[config.mk]
export PLATFORM = sky130hd
export DESIGN_NAME = amx_exec
export DESIGN_NICKNAME = d
export VERILOG_FILES = /design/src/amx_pkg.sv /design/src/amx_exec.sv
export SDC_FILE = /design/constraint.sdc
export NUM_CORES = 1
export LEC_CHECK = 0
export ABC_AREA = 1
export BUFFER_PORTS_ARGS = -buffer_cell sky130_fd_sc_hd__buf_4
export CAP_MARGIN = 20
export CORE_MARGIN = 2
export CORE_UTILIZATION = 55
export DETAILED_ROUTE_END_ITERATION = 12
export HOLD_SLACK_MARGIN = 0.05
export PLACE_DENSITY = 0.84
export SYNTH_ARGS = -nofsm -noshare
export SYNTH_HDL_FRONTEND = slang
export SYNTH_SLANG_ARGS = --single-unit
[constraint.sdc]
create_clock -name clk -period 4.8 [get_ports clk]
set_clock_uncertainty 0.2 [all_clocks]
set_input_delay 1.2 -clock clk [delete_from_list [all_inputs] [get_ports clk]]
set_output_delay 1.2 -clock clk [all_outputs]
set_load 0.05 [all_outputs]
[src/amx_pkg.sv]
package amx_pkg;

  // Machine sizes (all powers of two)
  localparam int DATA_DEPTH = 256;
  localparam int PROG_DEPTH = 256;
  localparam int WORD_BITS  = 32;

  localparam int DADDR_W = $clog2(DATA_DEPTH);
  localparam int PC_W    = $clog2(PROG_DEPTH);

  // Port field widths
  localparam int OP_W      = 4;
  localparam int IN_ADDR_W = 8;
  localparam int IMM_W     = 32;
  localparam int TGT_W     = 8;
  localparam int OUT_W     = 32;
  localparam int OUT_PC_W  = 8;

  typedef logic [OP_W-1:0]             op_t;
  typedef logic signed [WORD_BITS-1:0] word_t;
  typedef logic [DADDR_W-1:0]          daddr_t;
  typedef logic [PC_W-1:0]             pc_t;

  // Opcodes
  localparam op_t OP_DEC = 4'd0;
  localparam op_t OP_LDA = 4'd1;
  localparam op_t OP_LDB = 4'd2;
  localparam op_t OP_LDI = 4'd3;
  localparam op_t OP_STR = 4'd4;
  localparam op_t OP_JMP = 4'd5;
  localparam op_t OP_JZS = 4'd6;
  localparam op_t OP_JVS = 4'd7;
  localparam op_t OP_HLT = 4'd8;
  localparam op_t OP_XCH = 4'd9;
  localparam op_t OP_ADD = 4'd10;

  // Data store write request from the execute stage
  typedef struct packed {
    logic   en;
    daddr_t addr;
    word_t  data;
  } wr_req_t;

  // Architectural state after one instruction
  typedef struct packed {
    word_t acc;
    word_t b;
    logic  zero;
    logic  ovf;
    pc_t   pc;
    logic  halted;
    logic  bad;
  } result_t;

endpackage

[src/amx_exec.sv]
module amx_exec (
  input  logic                   clk,
  input  logic                   rst,
  input  logic                   go,
  input  amx_pkg::op_t           op,
  input  amx_pkg::daddr_t        addr,
  input  logic signed [amx_pkg::IMM_W-1:0] imm,
  input  logic [amx_pkg::TGT_W-1:0] tgt,
  input  amx_pkg::word_t         mem_data,
  output amx_pkg::wr_req_t       wr,
  output amx_pkg::result_t       res
);

  amx_pkg::word_t acc, b;
  logic           zero, ovf;
  amx_pkg::pc_t   pc;

  amx_pkg::word_t sum;
  logic           sum_ovf;
  amx_pkg::pc_t   pc_inc, pc_tgt;

  // Adder and overflow detect
  assign sum     = acc + b;
  assign sum_ovf = (acc[amx_pkg::WORD_BITS-1] == b[amx_pkg::WORD_BITS-1]) &&
                   (sum[amx_pkg::WORD_BITS-1] != acc[amx_pkg::WORD_BITS-1]);
  assign pc_inc  = pc + amx_pkg::PC_W'(1);
  assign pc_tgt  = amx_pkg::PC_W'(tgt);

  // Next state decode
  always_comb begin
    res.acc    = acc;
    res.b      = b;
    res.zero   = zero;
    res.ovf    = ovf;
    res.pc     = pc_inc;
    res.halted = 1'b0;
    res.bad    = 1'b0;
    wr.en      = 1'b0;
    wr.addr    = addr;
    wr.data    = acc;
    unique case (op)
      amx_pkg::OP_DEC: ;
      amx_pkg::OP_LDA: res.acc = mem_data;
      amx_pkg::OP_LDB: res.b = mem_data;
      amx_pkg::OP_LDI: res.acc = amx_pkg::WORD_BITS'(imm);
      amx_pkg::OP_STR: wr.en = go;
      amx_pkg::OP_JMP: res.pc = pc_tgt;
      amx_pkg::OP_JZS: if (zero) res.pc = pc_tgt;
      amx_pkg::OP_JVS: if (ovf) res.pc = pc_tgt;
      amx_pkg::OP_HLT: res.halted = 1'b1;
      amx_pkg::OP_XCH: begin
        res.acc = b;
        res.b   = acc;
      end
      amx_pkg::OP_ADD: begin
        res.acc  = sum;
        res.zero = (sum == '0);
        res.ovf  = sum_ovf;
      end
      default: res.bad = 1'b1;
    endcase
  end

  // Architectural registers
  always_ff @(posedge clk) begin
    if (rst) begin
      acc  <= '0;
      b    <= '0;
      zero <= 1'b0;
      ovf  <= 1'b0;
      pc   <= '0;
    end else if (go) begin
      acc  <= res.acc;
      b    <= res.b;
      zero <= res.zero;
      ovf  <= res.ovf;
      pc   <= res.pc;
    end
  end

endmodule

; After elaboration in Yosys (flattened, before gate mapping)
; Cells that the tools add are included.
[totals]
register_bits = 74
in_bits = 87
elab_cells = 32
[classes]
n_addsub = 2
n_eq_ne = 12
mux = 9
n_reduce_logical = 4
[ops]
columns = operator, n
row1 = case mux 32 bit (4 select lines), 1
row2 = case mux 32 bit (2 select lines), 1
row3 = adder 32 bit, 1
row4 = zero test 32 bit, 1
row5 = case mux 8 bit (3 select lines), 1
row6 = "== test 4 x 3 -> 1 bit, second input constant", 4
row7 = two-way mux 8 bit, 2
row8 = "== test 4 bit, second input constant", 3
row9 = OR reduction 11 bit, 1
row10 = "adder 8 x 1 -> 8 bit, second input constant", 1
row11 = "== test 4 x 2 -> 1 bit, second input constant", 2
row12 = "== test 4 x 1 -> 1 bit, second input constant", 1
row13 = zero test 4 bit, 1
row14 = two-way mux 1 bit, 3
row15 = two-way mux 2 bit, 1
row16 = == test 1 bit, 1
row17 = logical AND 1 bit, 1
row18 = != test 1 bit, 1

; Logic depth before layout (Yosys ltp)
; Gate-level depths: netlist of run 1.
[depth]
ltp_word = 4
mapped_depth = 19
depth_no_buf = 19

; Worst setup path before layout of run 1
; Ideal clock, no wire load.
[synth_timing]
path_kind = input to output
from = input op[2]
to = output res[46] in the netlist's numbering
arrival_ns = 3.117
t_required_ns = 3.400
slack_ns = 0.283
stages = 7
path_cell_list = inv_1 nand2_1 nor2_2 nor4_4 inv_2 buf_6 o21ai_0
[synth_rtl]
columns = item, line_no
row1 = from (decl), amx_exec.sv:5  ; input amx_pkg::op_t op,
row2 = to (decl), amx_exec.sv:11  ; output amx_pkg::result_t res

==> reports/results.tsv, run 1 <==
stage	metric	value	unit
run_status	outcome	finished clean	
global_routing	grt_pass1_vias	8495	
detailed_routing	drt-total-wl	27.02	mm
timing	finalSetupViolations	0	
worst_hold_path	min_path_type	reg2reg	
logic_synthesis	synth_flop_cell	dfxtp_1	
setup_path	startpoint	acc[0]	
logic_synthesis	netlist.area_leader.share	20.36	%
layout	nFillCells	1240	
die	start_util	55.60	%
logic_synthesis	synth.largest_area_cell	dfxtp_1	
job	cap_violations	0	
detailed_routing	vias_per_cell	5.614	
logic_synthesis	yosysMostFrequentCell	nand2_1	
clocking	cts_resized	0	
layout	fin_nets	1565	
detailed_routing	wl_per_cell	16.62	um
die	die_h	119.0	um
setup_path	crit_type	reg2out	
die	die_w	119.0	um
placed_design	preCtsSetupSlack	345.1	ps
die	num_io_pins	204	
die	fp.dieArea	14160	um2
power	p_per_area	275.3	nW/um2
setup_path	worstPathArrival	3210	ps
timing	setup_ws	189.1	ps
die	rows	42	
detailed_routing	route.vias.total	9128	
setup_path	reg2reg_depth	18	
timing	hold_viol	0	
timing	period_minus_slack	4611	ps
placed_design	hpwl	20.96	mm
detailed_routing	dr.first_iter.drc_count	840	
clocking	clk_pin_slew	60	ps
setup_path	start_kind	flop	
global_routing	overflow	0	
logic_synthesis	synthTopCellsByCount	nand2_1, inv_1, a21oi_1	
clocking	clockRootBuffer	clkbuf_16	
detailed_routing	dr.pass1.iters	6	
power	peakVddDrop	0.0002027	V
placed_design	placed_cells	1610	
setup_path	slowest_delay	520	ps
clocking	cts_setup_buffers	0	
power	p_leak	5.111	nW
logic_synthesis	async_flop_share	0	%
timing	rsz0062_at_grt	false	
detailed_routing	drc	0	
placed_design	place.gp.congestion	0.9468	
timing	period_share	96.06	%
timing	timing.slew.headroom	31.86	%
timing	slew_violations	0	
setup_path	cp-end-kind	output port	
logic_synthesis	yosys-top-cells-area	dfxtp_1, nand2_1, inv_1	
clocking	clock_latency	360	ps
clocking	ctsHoldBuffers	0	
layout	diodes	0	
timing	hold_ws	361.8	ps
logic_synthesis	postSynthCellCount	1285	
worst_hold_path	hold_depth	2	
detailed_routing	ant_nets	0	
clocking	clock-sinks	74	
global_routing	grt_max_degree	94	
timing	tns	0	ps
clocking	tritoncts	done	
setup_path	cp_common_cell	nand2_1	
setup_path	r2r_start	acc[0]	
setup_path	crit_path_max_fanout	5	
clocking	htree_levels	3	
layout	area_growth	24.45	%
logic_synthesis	ys_types	39	
timing	max_freq	216.9	MHz
setup_path	critical_path.cell_chain	ha_1, fa_1, nand2_1, nand3_1, nand3_1, nand2_2, nand2_1, nand2_1, nand3b_1, nand3_1, nand2_1, nand2_1, nor2_1, nand3_1, nand2_1, buf_4	
global_routing	antenna_found_initial	0	
logic_synthesis	synth_edf_count	0	
setup_path	slowest_stage	fa_1	
logic_synthesis	yosysWarnings	0	
die	core_area	13090	um2
logic_synthesis	ys_ff_latch	74	
logic_synthesis	ys_seq_area_share	20.36	%
timing	worstMarginPinSlew	1021	ps
layout	drive_gt1_share	16.69	%
clocking	clockBufferDepth	2	
layout	layoutNonFillerInstCount	1626	
logic_synthesis	synthesis.area	7276	um2
logic_synthesis	syn_nets	1405	
setup_path	crit_required	3400	ps
global_routing	track_usage	37.90	%
placed_design	numPortBuffers	187	
worst_hold_path	hold_path.startpoint	pc[7]	
clocking	numCtsBuffers	9	
logic_synthesis	syn_avg_cell_area	5.662	um2
global_routing	grt_pass1_wl	42.72	mm
path summary, 6_finish.rpt:
| kind | endpoint | slack, ps |
|---|---|---|
| worst max-delay path | res[11] | 190 |
| worst max register to register | zero | 1790 |
| worst min-delay path | pc[7] | 360 |
| worst min register to register | pc[7] | 360 |
critical path, delay by kind of cell, from the launching register on:
family	cells	cell delay, ps
adder cells (fa/ha/maj)	2	780
buffers and inverters	1	200
flip-flops	1	360
AND/OR/NAND/NOR	13	1510
cell usage in the layout, fill, tap and decap left out, types with 5 or more instances in the layout:
master and instances:
o22ai_1 25, nand4_1 10, o221ai_1 32, clkbuf_16 9, buf_4 205, xor2_1 6, nor3_1 6, ha_1 32
nand3_1 65, dfxtp_1 74, nor2_1 92, o21ai_1 20, a21oi_1 104, nand3b_1 5, inv_1 280, o211ai_1 11
o21ai_0 95, nand2_1 333
routing by layer:
layer | share of wire (%) | vias up | GRT usage [%] | wire length [um]
li1 | - | 4438 | - | -
met1 | 43 | 4098 | 52.41 | 11710
met2 | 43 | 518 | 57.18 | 11680
met3 | 10 | 74 | 8.381 | 2807
met4 | 3.1 | 0 | 15.03 | 827
met5 | 0 | - | 0 | 0
sequential cells by signal (all words and copies together), names as in the netlist:
signal / cells
acc: 32
b: 32
pc: 8
ovf: 1
zero: 1
final cells by class:
| cell class | count | area [um2] | area share, % |
|---|---|---|---|
| multi-input combinational | 870 | 4419 | 48.80 |
| timing repair buffer | 206 | 1559 | 17.22 |
| sequential | 74 | 1481 | 16.36 |
| inverter | 284 | 1066 | 11.77 |
| clock buffer | 9 | 225.2 | 2.487 |
| tap | 176 | 220.2 | 2.432 |
| clock inverter | 7 | 83.83 | 0.9258 |
power by group:
group          internal, W  total, W  switching [W]
Clock             0.000412  0.000726       0.000314
Combinational     0.000324   0.00106       0.000732
Sequential        0.000660  0.000710      0.0000505
Total              0.00140   0.00249        0.00110
per-stage QoR:
stage               util [%]  instance area (um2)  power [W]
floorplan                  -                 7276   0.001443
global placement       66.84                 8746   0.001754
detailed placement     66.84                 8746   0.001760
CTS                    69.20                 9055   0.002483
global route           69.20                 9055   0.002593
finish                 69.20                 9055   0.002493
cells by family after synthesis:
kind of cell	share of synthesized area (%)
adders and majority gates	5.778
DFF	20.36
and+or+nand+nor	29.70
xor gates and xnor gates	0.9631
buffers and inverters	18.90
muxes	0.4643
AOI/OAI and AO/OA	23.84
Note: power is estimated with default switching activity, not from simulation.
==> run 2, diff against run 1 <==
--- a/config.mk
+++ b/config.mk
@@ -5,14 +5,14 @@
 export SDC_FILE = /design/constraint.sdc
 export NUM_CORES = 1
 export LEC_CHECK = 0
-export ABC_AREA = 1
 export BUFFER_PORTS_ARGS = -buffer_cell sky130_fd_sc_hd__buf_4
 export CAP_MARGIN = 20
 export CORE_MARGIN = 2
 export CORE_UTILIZATION = 55
+export CTS_BUF_LIST = sky130_fd_sc_hd__clkbuf_8 sky130_fd_sc_hd__clkbuf_16
 export DETAILED_ROUTE_END_ITERATION = 12
 export HOLD_SLACK_MARGIN = 0.05
-export PLACE_DENSITY = 0.84
+export PLACE_DENSITY = 0.86
 export SYNTH_ARGS = -nofsm -noshare
 export SYNTH_HDL_FRONTEND = slang
 export SYNTH_SLANG_ARGS = --single-unit
==> run 2 against run 1 <==
  * The run now ends with negative setup slack left
  * Non-clock buffer count up 75
  * Register-to-register slack worse by 700 ps
  * Sequential share of layout area up 0.10 points
  * Flip-flop and latch count unchanged
  * Critical endpoint unchanged
  * Worst hold slack worse by 40 ps
  * Cell area about the same
  * Synthesized cell count down 32%
  * Clock power up 7.0%
  * Combinational power down 26%
==> reports/results.tsv, run 2 <==
stage	metric	value	unit
worst_hold_path	min_path_type	reg2reg	
die	fp.dieArea	12370	um2
logic_synthesis	synth_flop_cell	dfxtp_1	
clocking	clockRootBuffer	clkbuf_16	
clocking	clock_latency	340	ps
global_routing	overflow	0	
logic_synthesis	synthesis.area	6321	um2
setup_path	worstPathArrival	3830	ps
setup_path	cp_top_family	simple AND/OR/NAND/NOR gates	
clocking	numCtsBuffers	9	
global_routing	grt_pass1_vias	7492	
setup_path	path_buf_inv	2	
placed_design	place.gp.congestion	1.026	
timing	period_share	108.9	%
clocking	htree_levels	3	
power	power.total	0.002244	W
timing	rsz0062_at_grt	true	
detailed_routing	wl_per_cell	18.83	um
layout	largestRegisters	acc (32), b (32), pc (8)	
timing	worstMarginPinSlew	863.3	ps
detailed_routing	dr.first_iter.drc_count	1029	
power	power_frac_seq	30.5	%
global_routing	grt_pass1_wl	36.08	mm
layout	final_common_cell	buf_4	
power	p_clk_share	34.6	%
die	die_w	111.2	um
placed_design	numPortBuffers	187	
logic_synthesis	synthTopCellsByCount	nand2_1, nor2_1, dfxtp_1	
global_routing	track_usage	34.71	%
layout	diodes	0	
logic_synthesis	postSynthCellCount	878	
timing	slew_violations	0	
timing	finalSetupViolations	2	
run_status	violations	negative setup slack	
detailed_routing	vias_per_cell	6.463	
logic_synthesis	syn_nets	998	
setup_path	critical_path.cell_chain	buf_6, nand2b_4, or2_4, or4_4, or4_4, nor4_4, nand3_2, nor3b_2, nand4_1, o41ai_4, buf_6	
detailed_routing	dr.pass1.iters	10	
placed_design	hpwl	16.24	mm
clocking	clockBufferDepth	2	
setup_path	slowest_delay	490	ps
timing	hold_viol	0	
detailed_routing	drt-total-wl	23.52	mm
logic_synthesis	async_flop_share	0	%
logic_synthesis	ys_types	70	
setup_path	crit_required	3400	ps
timing	setup_ws	-429.1	ps
logic_synthesis	yosysMostFrequentCell	nand2_1	
die	num_io_pins	204	
logic_synthesis	ys_seq_area_share	23.44	%
die	rows	39	
logic_synthesis	synth.largest_area_cell	dfxtp_1	
layout	area_growth	43.33	%
logic_synthesis	yosysWarnings	0	
setup_path	slowest_stage	or4_4	
setup_path	crit_path_max_fanout	2	
logic_synthesis	ys_ff_latch	74	
power	p_per_area	247.7	nW/um2
clocking	tritoncts	done	
job	cap_violations	0	
setup_path	start_kind	input pin	
die	core_area	11320	um2
clocking	clock-sinks	74	
power	power_frac_comb	34.8	%
setup_path	cp-end-kind	output port	
power	p_switching	0.0008134	W
detailed_routing	ant_nets	0	
detailed_routing	drc	0	
timing	max_freq	191.2	MHz
die	start_util	55.84	%
timing	period_minus_slack	5229	ps
power	peakVddDrop	0.0001795	V
global_routing	grt_max_degree	76	
power	sw_frac_of_total	36.24	%
layout	final_util	80.03	%
layout	drive_gt1_share	32.19	%
setup_path	crit_type	in2out	
power	intPower	0.001431	W
detailed_routing	route.vias.total	8072	
layout	fin_nets	1221	
timing	timing.slew.headroom	42.45	%
clocking	clk_pin_slew	60	ps
layout	final_cell_mix	buf_4, nand2_1, nor2_1	
power	p_leak	4.031	nW
die	die_h	111.2	um
logic_synthesis	syn_avg_cell_area	7.199	um2
global_routing	antenna_found_initial	0	
logic_synthesis	synth_edf_count	0	
run_status	outcome	finished with violations	
logic_synthesis	netlist.area_leader.share	23.44	%
logic_synthesis	yosys-top-cells-area	dfxtp_1, nand2_1, ha_1	
run 2: cell count changes in the layout (fill, tap and decap cells not counted), moves of 16 or more:
cell / previous run / this run
a21oi_1: 104 / 48
a222oi_1: 0 / 25
a22oi_1: 0 / 41
a311oi_1: 0 / 33
buf_4: 205 / 272
ha_1: 32 / 16
inv_1: 280 / 11
mux2i_1: 0 / 25
nand2_1: 333 / 176
nand3_1: 65 / 28
o21ai_0: 95 / 25
o221ai_1: 32 / 0
o22ai_1: 25 / 1
run 2: cell type report:
class / count / area [um2]
multi-input combinational: 723 / 4850
fill: 777 / 2261
timing repair buffer: 281 / 2156
sequential: 74 / 1491
clock buffer: 12 / 266.5
tap: 143 / 178.9
clock inverter: 4 / 72.57
inverter: 12 / 45.04
run 2: cells by family (layout without fill, tap and decap cells):
kind of cell,after synthesis,in the layout,synth area share (%)
AND/OR/NAND/NOR,381,381,26.98
AO/OA/AOI/OAI,251,251,28.84
buffers and inverters,81,309,5.522
flip-flops,74,74,23.44
adder cells (fa/ha/maj),33,33,6.651
XOR/XNOR,32,32,4.434
multiplexers,26,26,4.137
run 2: worst paths after layout:
kind	cells past startpoint	endpoint	from	slack [ps]
max	11	res[11]	op[2]	-430
max reg2reg	12	zero	b[1]	1090
min	2	pc[7]	pc[7]	320
min reg2reg	2	pc[7]	pc[7]	320
run 2: what timing repair did:
action,CTS,global route
gates resized for setup,21,50
hold buffers,0,0
setup buffers,1,8
endpoints found under the setup margin,5,8
cloned,0,0
pin swaps,7,20
run 2: per-stage QoR:
| stage | cells | worst slack [ps] | hold slack, ps | area [um2] | setup TNS [ps] |
|---|---|---|---|---|---|
| floorplan | 878 | -579.0 | 281.2 | 6332 | -579.0 |
| global placement | 1225 | -458.2 | 301.5 | 8297 | -458.2 |
| detailed placement | 1225 | -513.2 | 316.1 | 8297 | -513.2 |
| CTS | 1242 | -438.6 | 324.8 | 8762 | -465.1 |
| global route | 1249 | -542.9 | 362.8 | 9060 | -821.7 |
| finish | 1249 | -429.1 | 321.8 | 9060 | -453.7 |
run 2: tightest hold or removal path: cells and delay by family (launching register included):
kind          cells  cell delay (ps)
flops             1              340
mux               1               70
simple gates      1               70
run 2: layer usage:
layer	track usage, %	vias up	part of all wire [%]
li1	-	3724	-
met3	6.670	86	10
met4	14.73	0	3.2
met2	55.53	508	47
met5	0	-	0
met1	45.79	3754	40
run 2: power groups by stage:
stage / registers [W] / clock network, W / logic, W
finish: 0.000685 / 0.000777 / 0.000782
detailed placement: 0.000691 / 0 / 0.000735
floorplan: 0.000717 / 0 / 0.000454
CTS: 0.000680 / 0.000769 / 0.000748
global route: 0.000689 / 0.000798 / 0.000823
global placement: 0.000690 / 0 / 0.000726
==> run 3, diff against run 2 <==
--- a/config.mk
+++ b/config.mk
@@ -6,8 +6,6 @@
 export NUM_CORES = 1
 export LEC_CHECK = 0
 export BUFFER_PORTS_ARGS = -buffer_cell sky130_fd_sc_hd__buf_4
-export CAP_MARGIN = 20
-export CORE_MARGIN = 2
 export CORE_UTILIZATION = 55
 export CTS_BUF_LIST = sky130_fd_sc_hd__clkbuf_8 sky130_fd_sc_hd__clkbuf_16
 export DETAILED_ROUTE_END_ITERATION = 12
==> run 3 against run 2 <==
  * The flow still finishes with violations (negative setup slack)
  * Flip-flop and latch count is the same
  * Register-to-register slack gained 90 ps
  * Clock power decreased by 2%
  * Worst setup slack improved by 92 ps
  * Via count down 0.41%
==> reports/results.tsv, run 3 (synthesis results as in run 2) <==
stage	metric	value	unit
run_status	outcome	finished with violations	
run_status	violations	negative setup slack	
timing	slew_violations	0	
global_routing	grt_pass1_vias	7471	
clocking	clockBufferDepth	2	
setup_path	crit_type	in2out	
clocking	tritoncts	done	
layout	final_common_cell	buf_4	
setup_path	ff2ff_setup_slack	1180	ps
clocking	clock_latency	350	ps
die	die_w	109.2	um
clocking	numCtsBuffers	9	
die	start_util	57.30	%
layout	layoutNonFillerInstCount	1253	
detailed_routing	vias_per_cell	6.416	
global_routing	grt_max_degree	76	
clocking	clockRootBuffer	clkbuf_16	
setup_path	critical_path.cell_chain	buf_6, nand2b_4, or2_4, or4_4, or4_4, nor4_4, nand3_1, nor3b_2, nand4_1, o41ai_4, buf_6	
clocking	clk_pin_slew	60	ps
timing	timing.slew.headroom	43.48	%
die	num_io_pins	204	
timing	period_minus_slack	5137	ps
setup_path	reg2reg_depth	14	
setup_path	slowest_delay	490	ps
timing	setup_ws	-336.7	ps
die	fp.dieArea	11930	um2
placed_design	numPortBuffers	187	
timing	finalSetupViolations	1	
setup_path	r2r_end	zero	
setup_path	path_buf_inv	2	
layout	fin_nets	1228	
setup_path	start_kind	input pin	
detailed_routing	wl_per_cell	18.13	um
setup_path	slowest_stage	or4_4	
timing	max_freq	194.7	MHz
setup_path	startpoint	op[2]	
worst_hold_path	min_to	b[29]	
timing	period_share	107.0	%
clocking	htree_levels	3	
worst_hold_path	hold_depth	2	
global_routing	track_usage	37.42	%
setup_path	crit_path_max_fanout	2	
detailed_routing	dr.first_iter.drc_count	938	
global_routing	grt_pass1_wl	35.45	mm
timing	rsz0062_at_grt	true	
power	p_leak	4.077	nW
job	cap_violations	0	
layout	drive_gt1_share	31.36	%
setup_path	cp_top_family	simple AND/OR/NAND/NOR gates	
setup_path	worstPathArrival	3740	ps
setup_path	crit_required	3400	ps
die	core_area	11030	um2
layout	area_growth	41.81	%
layout	diodes	0	
layout	final_util	81.26	%
global_routing	overflow	0	
layout	nFillCells	786	
clocking	clock-sinks	74	
timing	hold_ws	324.9	ps
placed_design	place.gp.congestion	1.039	
global_routing	antenna_found_initial	0	
setup_path	r2r_start	b[0]	
die	die_h	109.2	um
setup_path	cp-end-kind	output port	
detailed_routing	drt-total-wl	22.72	mm
detailed_routing	ant_nets	0	
power	peakVddDrop	0.0001897	V
die	rows	38	
layout	largestRegisters	acc (32), b (32), pc (8)	
timing	hold_viol	0	
timing	tns	-336.7	ps
worst_hold_path	min_path_type	reg2reg	
layout	final_cell_mix	buf_4, nand2_1, nor2_1	
worst_hold_path	hold_path.startpoint	b[29]	
placed_design	placed_cells	1233	
placed_design	hpwl	16.67	mm
timing	worstMarginPinSlew	847.8	ps
detailed_routing	route.vias.total	8039	
power	p_per_area	248.1	nW/um2
setup_path	crit_cells	11	
detailed_routing	drc	0	
detailed_routing	dr.pass1.iters	8	
==> run 3: report_power, final <==
group | leakage [nW] | internal, W | switching (W)
Clock | 0.165 | 0.000497 | 0.000267
Combinational | 3.31 | 0.000288 | 0.000490
Sequential | 0.606 | 0.000645 | 0.0000368
==> run 3: repair_timing <==
action                     in CTS  in global routing
setup buffers                   2                  2
gates resized for setup        21                 25
hold buffers                    0                  0
gates cloned                    0                  0
pin swaps                       5                 10
setup endpoints to repair       6                  7
==> run 3: worst min-delay path, delay by kind of cell (launching register included) <==
kind | cells | cell delay (ps)
AO/OA/AOI/OAI | 1 | 50
flip-flops | 1 | 340
AND/OR/NAND/NOR | 1 | 90
==> run 3: final cells by class <==
type / count / area, um2 / area share (%)
multi-input combinational: 723 / 4726 / 52.72
clock inverter: 4 / 72.57 / 0.8096
inverter: 12 / 45.04 / 0.5025
timing repair buffer: 288 / 2193 / 24.47
sequential: 74 / 1485 / 16.57
tap: 140 / 175.2 / 1.954
clock buffer: 12 / 266.5 / 2.973
==> run 3: metrics by stage <==
step                      worst slack [ps]  power [W]  cell area, um2
after floorplan                     -579.0   0.001171            6332
after global placement              -500.4   0.001425            8376
after detailed placement            -544.4   0.001434            8376
after CTS                           -444.1   0.002200            8841
after global routing                -386.0   0.002295            8964
final                               -336.7   0.002224            8964
==> run 3: routing by layer <==
layer	vias to the layer above	wire (um)	global-route usage [%]
li1	3749	-	-
met1	3731	9173	46.80
met2	499	10790	62.40
met3	60	2268	7.830
met4	0	490	15.05
met5	-	0	0
==> run 3: worst max path at each step <==
| stage | endpoint |
|---|---|
| detailed placement | res[11] |
| CTS | res[11] |
| floorplan | res[11] |
| global route | res[11] |
| finish | res[11] |
| global placement | res[11] |
